### src/rtl/core/centered_window_average_top_defines.svh
// ---------------------------------------------------------------------------
// Centered window average - assertion macros
// Shared concurrent assertion forms for the block's checks.
// ---------------------------------------------------------------------------
`ifndef CENTERED_WINDOW_AVERAGE_TOP_DEFINES_SVH
`define CENTERED_WINDOW_AVERAGE_TOP_DEFINES_SVH

// same-cycle implication, disabled during reset
`define CWA_ASSERT_IMP(name, clk, rst, ante, cons, msg) \
   name: assert property (@(posedge clk) disable iff (rst) (ante) |-> (cons)) \
      else $error(msg);

// next-cycle implication, disabled during reset
`define CWA_ASSERT_NEXT(name, clk, rst, ante, cons, msg) \
   name: assert property (@(posedge clk) disable iff (rst) (ante) |=> (cons)) \
      else $error(msg);

`endif

### src/rtl/core/cwa_pkg.sv
// ---------------------------------------------------------------------------
// cwa_pkg
// Fixed field widths and codes of the centered window average block.
// ---------------------------------------------------------------------------
`default_nettype none

package cwa_pkg;

   localparam int SAMPLE_W = 16;   // sample field
   localparam int AVG_W    = 17;   // average field, two's complement
   localparam int RADIUS_W = 6;    // radius register

   localparam logic [RADIUS_W-1:0] RADIUS_RESET = 6'd1;
   localparam logic [AVG_W-1:0]    AVG_NONE     = {AVG_W{1'b1}};  // -1: window does not fit

endpackage

`default_nettype wire

### src/rtl/core/cwa_req_if.sv
// ---------------------------------------------------------------------------
// cwa_req_if
// Sample channel: one sample word with its end-of-stream mark.
// ---------------------------------------------------------------------------
`default_nettype none

interface cwa_req_if;
   logic                          valid;
   logic                          ready;
   logic [cwa_pkg::SAMPLE_W-1:0]  sample;
   logic                          is_last;

   modport source (output valid, output sample, output is_last, input ready);
   modport sink   (input valid, input sample, input is_last, output ready);
endinterface

`default_nettype wire

### src/rtl/core/cwa_rsp_if.sv
// ---------------------------------------------------------------------------
// cwa_rsp_if
// Result channel: one average word with its end-of-stream mark.
// ---------------------------------------------------------------------------
`default_nettype none

interface cwa_rsp_if;
   logic                        valid;
   logic                        ready;
   logic [cwa_pkg::AVG_W-1:0]   average;
   logic                        last_out;

   modport source (output valid, output average, output last_out, input ready);
   modport sink   (input valid, input average, input last_out, output ready);
endinterface

`default_nettype wire

### src/rtl/core/cwa_csr_if.sv
// ---------------------------------------------------------------------------
// cwa_csr_if
// Register write channel carrying the radius value.
// ---------------------------------------------------------------------------
`default_nettype none

interface cwa_csr_if;
   logic                          valid;
   logic                          ready;
   logic [cwa_pkg::RADIUS_W-1:0]  data;

   modport source (output valid, output data, input ready);
   modport sink   (input valid, input data, output ready);
endinterface

`default_nettype wire

### src/rtl/core/centered_window_average_top.sv
// ---------------------------------------------------------------------------
// centered_window_average_top
// Centered moving average over a sample stream, ring store in RAM.
// ---------------------------------------------------------------------------
// Usage:
//   req_port  : sample words, is_last marks the final sample of a stream.
//   rsp_port  : result words in position order; average is -1 where the
//               2k+1 window does not fit; last_out marks the final word of
//               the stream.
//   csr_port  : radius k, always ready; write only while the block is idle.
//               A write drops any stream in progress.
// Timing (one item at a time):
//   accept -> store read and running-sum update in S_SUM.
//   An average then goes through the bit-serial divider (S_DIV) and into
//   the output register.
//   Words leave at one per cycle from the output register while the receiver
//   is ready; an item with no result goes from S_SUM back to idle; the last
//   item also emits up to k trailing -1 words.
// The output register lets the next sample be accepted while a finished
// word waits; a stalled receiver holds the sequencer before its next word.
// Reset: synchronous; radius returns to 1, sum/count/slot clear. The ring
// store needs no clearing, only entries of the current stream are read.
// ---------------------------------------------------------------------------
`default_nettype none

`include "centered_window_average_top_defines.svh"

module centered_window_average_top #(
   parameter int MAX_RADIUS  = 63,
   parameter int SAMPLE_BITS = 16
) (
   input  wire logic  clock,
   input  wire logic  reset,
   cwa_req_if.sink    req_port,
   cwa_rsp_if.source  rsp_port,
   cwa_csr_if.sink    csr_port
);

   // widths derived from the parameters
   localparam int DATA_W = (SAMPLE_BITS < cwa_pkg::SAMPLE_W) ? SAMPLE_BITS
                                                             : cwa_pkg::SAMPLE_W;
   localparam int CNT_W  = $clog2(2 * MAX_RADIUS + 2);  // holds 2k+1, ring address
   localparam int DEPTH  = 2 ** CNT_W;
   localparam int SUM_W  = DATA_W + CNT_W;
   localparam int RW     = cwa_pkg::RADIUS_W;

   typedef enum logic [3:0] {
      S_IDLE = 4'b0001,   // ready for a sample
      S_SUM  = 4'b0010,   // old sample back from store, update sum
      S_DIV  = 4'b0100,   // average in the divider
      S_EMIT = 4'b1000    // send result words
   } state_type;

   state_type          state_ff, state_in;
   logic [RW-1:0]      radius_ff, radius_in;
   logic [SUM_W-1:0]   sum_ff, sum_in;
   logic [CNT_W-1:0]   seen_ff, seen_in;
   logic [CNT_W-1:0]   slot_ff, slot_in;
   logic [DATA_W-1:0]  sample_ff, sample_in;
   logic               last_ff, last_in;
   logic               first_pend_ff, first_pend_in;   // lead -1 or average pending
   logic               first_avg_ff, first_avg_in;     // pending first word is an average
   logic [CNT_W-1:0]   flush_ff, flush_in;             // trailing -1 words left
   logic               rsp_valid_ff, rsp_valid_in;
   logic [cwa_pkg::AVG_W-1:0] rsp_avg_ff, rsp_avg_in;
   logic               rsp_last_ff, rsp_last_in;

   logic [RW-1:0]      k_wide;
   logic [CNT_W-1:0]   k;
   logic [CNT_W-1:0]   win_len;
   logic               req_take;
   logic               cfg_take;
   logic [DATA_W-1:0]  old_sample;
   logic               has_old;
   logic [SUM_W-1:0]   sum_new;                        // window sum with this sample
   logic [CNT_W-1:0]   seen_next;
   logic [CNT_W-1:0]   over_k;
   logic [CNT_W-1:0]   tail;
   logic               want_avg;
   logic               want_lead;
   logic               div_start;
   logic               div_done;
   logic [SUM_W-1:0]   div_quot;
   logic               out_free;
   logic               word_final;
   logic [cwa_pkg::AVG_W-1:0] quot_word;

   // effective radius and window length
   always_comb begin
      k_wide  = (radius_ff > RW'(MAX_RADIUS)) ? RW'(MAX_RADIUS) : radius_ff;
      k       = CNT_W'(k_wide);
      win_len = {k[CNT_W-2:0], 1'b1};
   end

   assign req_take = req_port.valid && (state_ff == S_IDLE);
   assign cfg_take = csr_port.valid;

   // ring store: new sample written on accept, oldest one read at the same time
   cwa_ram #(
      .WIDTH (DATA_W),
      .DEPTH (DEPTH)
   ) u_store (
      .clock   (clock),
      .wr_en   (req_take),
      .wr_addr (slot_ff),
      .wr_data (req_port.sample[DATA_W-1:0]),
      .rd_addr (slot_ff - win_len),
      .rd_data (old_sample)
   );

   cwa_div #(
      .DVD_W (SUM_W),
      .DVS_W (CNT_W)
   ) u_div (
      .clock    (clock),
      .reset    (reset),
      .start    (div_start),
      .dividend (sum_new),
      .divisor  (win_len),
      .done     (div_done),
      .quotient (div_quot)
   );

   assign quot_word = {{(cwa_pkg::AVG_W - DATA_W){1'b0}}, div_quot[DATA_W-1:0]};
   assign out_free  = !rsp_valid_ff || rsp_port.ready;

   always_comb begin
      state_in      = state_ff;
      radius_in     = radius_ff;
      sum_in        = sum_ff;
      seen_in       = seen_ff;
      slot_in       = slot_ff;
      sample_in     = sample_ff;
      last_in       = last_ff;
      first_pend_in = first_pend_ff;
      first_avg_in  = first_avg_ff;
      flush_in      = flush_ff;
      rsp_valid_in  = rsp_valid_ff && !rsp_port.ready;
      rsp_avg_in    = rsp_avg_ff;
      rsp_last_in   = rsp_last_ff;
      div_start     = 1'b0;
      word_final    = 1'b0;

      // window bookkeeping for the item in S_SUM
      has_old   = (seen_ff >= win_len);
      sum_new   = sum_ff - (has_old ? {{CNT_W{1'b0}}, old_sample} : '0)
                  + {{CNT_W{1'b0}}, sample_ff};
      seen_next = has_old ? seen_ff : seen_ff + 1'b1;
      want_avg  = (seen_next >= win_len);
      want_lead = (seen_ff < k);
      over_k    = seen_next - k;
      tail      = (over_k > k) ? k : over_k;

      case (state_ff)
         S_IDLE: begin
            if (req_take) begin
               sample_in = req_port.sample[DATA_W-1:0];
               last_in   = req_port.is_last;
               state_in  = S_SUM;
            end
         end
         S_SUM: begin
            sum_in        = sum_new;
            first_pend_in = want_lead || want_avg;
            first_avg_in  = want_avg;
            flush_in      = (last_ff && (seen_next > k)) ? tail : '0;
            div_start     = want_avg;
            if (want_avg) begin
               state_in = S_DIV;
            end else if (want_lead || (last_ff && (seen_next > k))) begin
               state_in = S_EMIT;
            end else begin
               state_in = S_IDLE;
            end
            if (last_ff) begin
               seen_in = '0;
               slot_in = '0;
            end else begin
               seen_in = seen_next;
               slot_in = slot_ff + 1'b1;
            end
         end
         S_DIV: begin
            if (div_done) begin
               state_in = S_EMIT;
            end
         end
         S_EMIT: begin
            if (out_free) begin
               if (first_pend_ff) begin
                  rsp_avg_in    = first_avg_ff ? quot_word : cwa_pkg::AVG_NONE;
                  first_pend_in = 1'b0;
                  word_final    = (flush_ff == '0);
               end else begin
                  rsp_avg_in = cwa_pkg::AVG_NONE;
                  flush_in   = flush_ff - 1'b1;
                  word_final = (flush_ff == CNT_W'(1));
               end
               rsp_valid_in = 1'b1;
               rsp_last_in  = last_ff && word_final;
               if (word_final) begin
                  state_in = S_IDLE;
               end
            end
         end
         default: begin
            state_in = S_IDLE;
         end
      endcase

      // end of stream clears the running sum after it went to the divider
      if ((state_ff == S_SUM) && last_ff) begin
         sum_in = '0;
      end

      // radius write drops the stream in progress
      if (cfg_take) begin
         radius_in = csr_port.data;
         sum_in    = '0;
         seen_in   = '0;
         slot_in   = '0;
      end
   end

   always_ff @(posedge clock) begin
      if (reset) begin
         state_ff      <= S_IDLE;
         radius_ff     <= cwa_pkg::RADIUS_RESET;
         sum_ff        <= '0;
         seen_ff       <= '0;
         slot_ff       <= '0;
         first_pend_ff <= 1'b0;
         flush_ff      <= '0;
         rsp_valid_ff  <= 1'b0;
      end else begin
         state_ff      <= state_in;
         radius_ff     <= radius_in;
         sum_ff        <= sum_in;
         seen_ff       <= seen_in;
         slot_ff       <= slot_in;
         first_pend_ff <= first_pend_in;
         flush_ff      <= flush_in;
         rsp_valid_ff  <= rsp_valid_in;
      end
      sample_ff    <= sample_in;
      last_ff      <= last_in;
      first_avg_ff <= first_avg_in;
      rsp_avg_ff   <= rsp_avg_in;
      rsp_last_ff  <= rsp_last_in;
   end

   assign req_port.ready    = (state_ff == S_IDLE);
   assign csr_port.ready    = 1'b1;
   assign rsp_port.valid    = rsp_valid_ff;
   assign rsp_port.average  = rsp_avg_ff;
   assign rsp_port.last_out = rsp_last_ff;

   // checks
   `CWA_ASSERT_NEXT(a_accept_to_sum, clock, reset, req_take, state_ff == S_SUM, "accepted sample did not reach sum update")
   `CWA_ASSERT_IMP(a_idle_nothing_pending, clock, reset, state_ff == S_IDLE, !first_pend_ff && (flush_ff == '0), "idle with result words still pending")
   `CWA_ASSERT_IMP(a_div_done_in_div, clock, reset, div_done, state_ff == S_DIV, "divider finished outside the divide wait")
   `CWA_ASSERT_IMP(a_count_bounded, clock, reset, 1'b1, seen_ff <= win_len, "sample count above window length")

endmodule

`default_nettype wire

### src/rtl/core/cwa_ram.sv
// ---------------------------------------------------------------------------
// cwa_ram
// Generic simple dual-port RAM, one write and one registered read port.
// ---------------------------------------------------------------------------
`default_nettype none

module cwa_ram #(
   parameter int WIDTH = 16,
   parameter int DEPTH = 128
) (
   input  wire logic                     clock,
   input  wire logic                     wr_en,
   input  wire logic [$clog2(DEPTH)-1:0] wr_addr,
   input  wire logic [WIDTH-1:0]         wr_data,
   input  wire logic [$clog2(DEPTH)-1:0] rd_addr,
   output      logic [WIDTH-1:0]         rd_data
);

   logic [WIDTH-1:0] mem_ff [DEPTH];
   logic [WIDTH-1:0] rd_data_ff;

   always_ff @(posedge clock) begin
      if (wr_en) begin
         mem_ff[wr_addr] <= wr_data;
      end
      rd_data_ff <= mem_ff[rd_addr];
   end

   assign rd_data = rd_data_ff;

endmodule

`default_nettype wire

### src/rtl/core/cwa_div.sv
// ---------------------------------------------------------------------------
// cwa_div
// Restoring unsigned divider, one quotient bit per cycle.
// ---------------------------------------------------------------------------
`default_nettype none

module cwa_div #(
   parameter int DVD_W = 23,
   parameter int DVS_W = 7
) (
   input  wire logic             clock,
   input  wire logic             reset,
   input  wire logic             start,
   input  wire logic [DVD_W-1:0] dividend,
   input  wire logic [DVS_W-1:0] divisor,
   output      logic             done,
   output      logic [DVD_W-1:0] quotient
);

   localparam int STEP_W = $clog2(DVD_W + 1);

   logic [DVD_W-1:0]  quot_ff, quot_in;
   logic [DVS_W-1:0]  rem_ff, rem_in;
   logic [DVS_W-1:0]  dvs_ff, dvs_in;
   logic [STEP_W-1:0] step_ff, step_in;
   logic              busy_ff, busy_in;
   logic              done_ff, done_in;

   logic [DVS_W:0]    partial;
   logic [DVS_W+1:0]  trial;

   always_comb begin
      partial = {rem_ff, quot_ff[DVD_W-1]};
      trial   = {1'b0, partial} - {2'b00, dvs_ff};
      quot_in = quot_ff;
      rem_in  = rem_ff;
      dvs_in  = dvs_ff;
      step_in = step_ff;
      busy_in = busy_ff;
      done_in = 1'b0;
      if (start) begin
         quot_in = dividend;
         rem_in  = '0;
         dvs_in  = divisor;
         step_in = STEP_W'(DVD_W);
         busy_in = 1'b1;
      end else if (busy_ff) begin
         // trial subtract; sign bit set means the partial stays
         if (trial[DVS_W+1]) begin
            rem_in  = partial[DVS_W-1:0];
            quot_in = {quot_ff[DVD_W-2:0], 1'b0};
         end else begin
            rem_in  = trial[DVS_W-1:0];
            quot_in = {quot_ff[DVD_W-2:0], 1'b1};
         end
         step_in = step_ff - 1'b1;
         if (step_ff == STEP_W'(1)) begin
            busy_in = 1'b0;
            done_in = 1'b1;
         end
      end
   end

   always_ff @(posedge clock) begin
      if (reset) begin
         busy_ff <= 1'b0;
         done_ff <= 1'b0;
         step_ff <= '0;
      end else begin
         busy_ff <= busy_in;
         done_ff <= done_in;
         step_ff <= step_in;
      end
      quot_ff <= quot_in;
      rem_ff  <= rem_in;
      dvs_ff  <= dvs_in;
   end

   assign done     = done_ff;
   assign quotient = quot_ff;

endmodule

`default_nettype wire
### src/flat_wrapper.sv
// flat-port wrapper written by rule: the top's interface ports become plain ports
module centered_window_average_top_flat 
#(
   parameter int MAX_RADIUS  = 63,
   parameter int SAMPLE_BITS = 16
)
  (clock, reset, req_port_valid, req_port_sample, req_port_is_last, req_port_ready, rsp_port_valid, rsp_port_average, rsp_port_last_out, rsp_port_ready, csr_port_valid, csr_port_data, csr_port_ready);
  cwa_req_if req_port_i ();
  cwa_rsp_if rsp_port_i ();
  cwa_csr_if csr_port_i ();
  input  wire logic clock;
  input  wire logic reset;
  input wire logic [$bits(req_port_i.valid)-1:0] req_port_valid;
  input wire logic [$bits(req_port_i.sample)-1:0] req_port_sample;
  input wire logic [$bits(req_port_i.is_last)-1:0] req_port_is_last;
  output wire logic [$bits(req_port_i.ready)-1:0] req_port_ready;
  output wire logic [$bits(rsp_port_i.valid)-1:0] rsp_port_valid;
  output wire logic [$bits(rsp_port_i.average)-1:0] rsp_port_average;
  output wire logic [$bits(rsp_port_i.last_out)-1:0] rsp_port_last_out;
  input wire logic [$bits(rsp_port_i.ready)-1:0] rsp_port_ready;
  input wire logic [$bits(csr_port_i.valid)-1:0] csr_port_valid;
  input wire logic [$bits(csr_port_i.data)-1:0] csr_port_data;
  output wire logic [$bits(csr_port_i.ready)-1:0] csr_port_ready;
  assign req_port_i.valid = req_port_valid;
  assign req_port_i.sample = req_port_sample;
  assign req_port_i.is_last = req_port_is_last;
  assign req_port_ready = req_port_i.ready;
  assign rsp_port_valid = rsp_port_i.valid;
  assign rsp_port_average = rsp_port_i.average;
  assign rsp_port_last_out = rsp_port_i.last_out;
  assign rsp_port_i.ready = rsp_port_ready;
  assign csr_port_i.valid = csr_port_valid;
  assign csr_port_i.data = csr_port_data;
  assign csr_port_ready = csr_port_i.ready;
  centered_window_average_top #(.MAX_RADIUS(MAX_RADIUS), .SAMPLE_BITS(SAMPLE_BITS)) u_core (.clock(clock), .reset(reset), .req_port(req_port_i), .rsp_port(rsp_port_i), .csr_port(csr_port_i));
endmodule
### config.mk
export PLATFORM = sky130hd
export DESIGN_NAME = centered_window_average_top_flat
export DESIGN_NICKNAME = d
export VERILOG_FILES = /design/src/rtl/core/cwa_pkg.sv /design/src/rtl/core/cwa_req_if.sv /design/src/rtl/core/cwa_rsp_if.sv /design/src/rtl/core/cwa_csr_if.sv /design/src/rtl/core/centered_window_average_top.sv /design/src/rtl/core/cwa_ram.sv /design/src/rtl/core/cwa_div.sv /design/src/flat_wrapper.sv
export VERILOG_INCLUDE_DIRS = /design/src /design/src/rtl/core
export SDC_FILE = /design/constraint.sdc
export NUM_CORES = 2
export LEC_CHECK = 0
export BUFFER_PORTS_ARGS = -buffer_cell sky130_fd_sc_hd__buf_2
export CORE_MARGIN = 4
export CORE_UTILIZATION = 55
export DETAILED_ROUTE_END_ITERATION = 6
export PLACE_DENSITY = 0.73
export SETUP_SLACK_MARGIN = 0.2
export SKIP_CTS_REPAIR_TIMING = 1
export SKIP_LAST_GASP = 1
export SLEW_MARGIN = 0
export SYNTH_ARGS = -nofsm -noshare
export SYNTH_HDL_FRONTEND = slang
export SYNTH_SLANG_ARGS = --single-unit
### constraint.sdc
create_clock -name clock -period 8 [get_ports clock]
set_input_delay 0.8 -clock clock [delete_from_list [all_inputs] [get_ports clock]]
set_output_delay 0.8 -clock clock [all_outputs]
set_load 0.02 [all_outputs]
==> results by group <==
Status
  • Outcome: complete, but fails checks
  • Violated checks: DRC

Timing
  • Tcrit/Tclk final: 63.2%
  • Hold Vio Cnt, Final: 0
  • Worst-Margin Slew: 1.13 ns
  • F_max: 198 MHz
  • Minimum clock period: 5.06 ns
  • Final setup fails: 0
  • Worst relative slew slack: 24.3%
  • Min Hold Slack: 0.162 ns
  • Final WS setup: 2.94 ns
  • RSZ-0062 raised after global routing: no
  • Setup Skew: 0.0455 ns
  • Setup TNS: 0 ns
  • Max-slew violations: 0

Finish
  • Commonest cells after routing, fill and taps aside: edfxtp_1, mux4_2, clkbuf_16
  • Commonest non-fill, non-tap cell in the layout: edfxtp_1
  • P&R area growth vs syn: 11.9%
  • Fill cell count: 10.4k
  • Register area: 65200 sq um
  • Area of the multi-input gates: 20700 sq um
  • Layout net count: 4458
  • Share of layout cells above drive strength 1: 27.7%

Detailed routing
  • Starting DRC count in detailed routing: 5430
  • Via density per instance: 6.43
  • Drc violations: 2
  • Routed len/inst: 30.5 um
  • Antenna-violating nets left: 0
  • Total wire length: 201000 um
  • First-pass DRT Iterations: 7
  • Vias post-DR: 42.4k

Power and ir drop
  • Gate power share: 5.1%
  • Leakage power: 30.7 nW
  • Overall Power: 0.0237 W
  • Internal Power: 0.0186 W
  • Net Sw Frac: 21.3%
  • Sequential share of power: 53.7%
  • Net Switching: 0.00503 W
  • Power share of the clock group: 41.3%
  • Power density over the cells: 243 nW/um^2
  • Maximum vdd drop: 0.263 mV

Clocking
  • CTS tree: done
  • Clock Tree Buf Depth: 3
  • Total CTS buffers: 209
  • Clk Latency, worst-skew pair: 0.85 ns
  • Clock slew at reported path FFs: 0.06 ns
  • Clock sinks: 2199
  • CTS Root Cell: clkbuf_16
  • H-Tree Depth: 4

Die
  • Core ar.: 157000 sq um
  • Boundary Pins: 49
  • Die X: 406 um
  • Die height: 406 um
  • DIE AREA: 165000 sq um
  • Initial Util: 55.5%
  • FP Rows: 145

Critical path
  • Reg2Reg Depth: 21
  • Required @ worst endpoint: 8.70 ns
  • CP max stage cell: a21oi_2
  • Slowest stage delay, CP: 0.54 ns
  • Endpoint class of the critical path: register
  • Origin of the critical flop-to-flop path: u_core.radius_ff[4]
  • Reg-to-Reg End: u_core.flush_ff[2]
  • CP startpoint kind: register
  • Critical path class: reg -> reg
  • Critical Path AT: 5.76 ns
  • Crit path max fanout: 19
  • Reg2reg setup slack: 2.94 ns
  • Crit path cell chain: inv_1 > ha_1 > o21ai_0 > a21oi_2 > and2_1 > xnor2_1 > inv_1 > ha_1 > fa_1 > nor2b_1 > o21ai_0 > a21boi_0 > nor2_1 > ha_1 > nand3_1 > o21ai_0 > a21oi_1 > o211ai_4 > mux2_1 > a21oi_1 > a211oi_1

Synthesis
  • Syn Inst Count: 4106
  • Synth Cell Area: 87100 sq um
  • Ys async rst share: 0%
  • EDFF count, synth: 2113
  • Yosys reg bits: 2199
  • Ys flop type: edfxtp_1
  • Syn Area/Cell: 21.2 sq um
  • Netlist cell types: 66
  • Syn Nets: 4222
  • Synthesis Warnings: 0
  • Sequential fraction of the synthesis area: 74.8%

Global routing
  • GRT overflow: 0
  • Vias in the first global route: 42.2k
  • First-pass GRT wire length: 296000 um
  • GRT Overall Usage: 24.9%
  • Initial antenna violation count: 7
  • Largest net degree at the start of global routing: 106

Worst hold path
  • Worst hold start: req_port_is_last
  • Worst hold stages: 1
  • Min-Delay Endpoint: u_core.last_ff
  • HP Class: in -> reg

Placement
  • IO buf count: 47
  • Pre-CTS setup slack: 2.95 ns
  • Post-DP HPWL: 113000 um
  • GPL Wtd Cong: 0.843

Job
  • Max Cap Viol: 0
-- state kept, by name, indices dropped and copies added (netlist names), 4 cells and up --
register and cells:
u_core.u_store.mem_ff 2048, u_core.u_div.step_ff 5, u_core.rsp_port.average 17, u_core.flush_ff 7, u_core.sample_ff 16, u_core.u_div.rem_ff 7
u_core.u_div.dvs_ff 6, u_core.slot_ff 7, u_core.state_ff 4, u_core.u_store.rd_data 16, u_core.seen_ff 7, u_core.sum_ff 23
u_core.u_div.quotient 23, u_core.radius_ff 6
-- per-layer routing --
layer	share of wire, %	wire [um]	global-route usage (%)	up-vias
met5	0.0065	13	0	-
met1	39	79300	36.3	22400
met4	2.7	5400	7.09	2
met2	49	98300	39.4	2294
li1	-	-	-	17400
met3	9.0	18200	4.48	302
-- power by group through the flow --
stage | Combinational [W] | Sequential, W | Clock, W
after floorplan | 0.000700 | 0.0129 | 0
after global placement | 0.00118 | 0.0129 | 0
after detailed placement | 0.00120 | 0.0129 | 0
after CTS | 0.00121 | 0.0127 | 0.00990
after global routing | 0.00129 | 0.0127 | 0.0104
final | 0.00120 | 0.0127 | 0.00976
-- synthesized netlist by cell type, types with 19 or more instances --
library cell	count	share of area (%)
inv_1	111	0.48
edfxtp_1	2113	73
xnor2_1	29	0.29
buf_2	69	0.40
fa_1	19	0.44
o211ai_1	22	0.19
mux4_2	640	17
mux2i_1	43	0.49
nand2_1	162	0.70
and3_1	22	0.16
xor2_1	22	0.22
mux2_2	42	0.54
a21oi_1	73	0.42
o21ai_0	49	0.28
dfxtp_1	86	2.0
o21ai_1	24	0.14
ha_1	69	0.99
clkbuf_1	122	0.53
nor2_1	185	0.80
-- cells by family (layout without fill, tap and decap cells) --
logic type,after synthesis,after routing,share of synthesized area [%]
buffers and inverters,318,737,1.49
multiplexers,726,726,17.6
AO/OA/AOI/OAI,242,242,1.70
adder cells (fa/ha/maj),88,88,1.43
AND/OR/NAND/NOR,480,480,2.47
other,1,4,0.00430
XOR/XNOR,52,52,0.531
flip-flops,2199,2199,74.8
-- worst max-delay path by stage --
| stage | from | slack [ns] | endpoint |
|---|---|---|---|
| finish | u_core.radius_ff[4] | 2.94 | u_core.flush_ff[2] |
| global route | u_core.radius_ff[5] | 2.48 | u_core.flush_ff[2] |
| CTS | u_core.radius_ff[5] | 2.91 | u_core.flush_ff[2] |
| detailed placement | u_core.radius_ff[4] | 2.95 | u_core.flush_ff[2] |
| global placement | u_core.radius_ff[4] | 2.98 | u_core.flush_ff[2] |
| floorplan | u_core.radius_ff[0] | 3.67 | u_core.flush_ff[2] |
-- layout make-up --
class,instances,share of cell area [%]
repair buffers,231,1.81
multi-input cells,1589,21.3
well taps,2058,2.64
clock buffers,261,5.65
clock inverters,133,1.33
inverters,112,0.434
diodes,3,0.00770
flip-flops and latches,2199,66.9
-- worst max-delay path: cells and delay by family, from the launching register on --
family          cells  cell delay [ns]
compound gates      9             1.79
fa+ha+maj           4             1.25
simple gates        4             0.67
flops               1             0.44
mux                 1             0.37
buf+inv             2             0.21
xor+xnor            1             0.20
-- metrics by stage --
stage	cell area, sq um	util [%]	cells
floorplan	87100	-	4106
global placement	90700	57.8	6189
detailed placement	90700	57.8	6189
CTS	97500	62.1	6583
global route	97500	62.1	6583
finish	97500	62.1	6586
(Power assumes the default switching activity.)
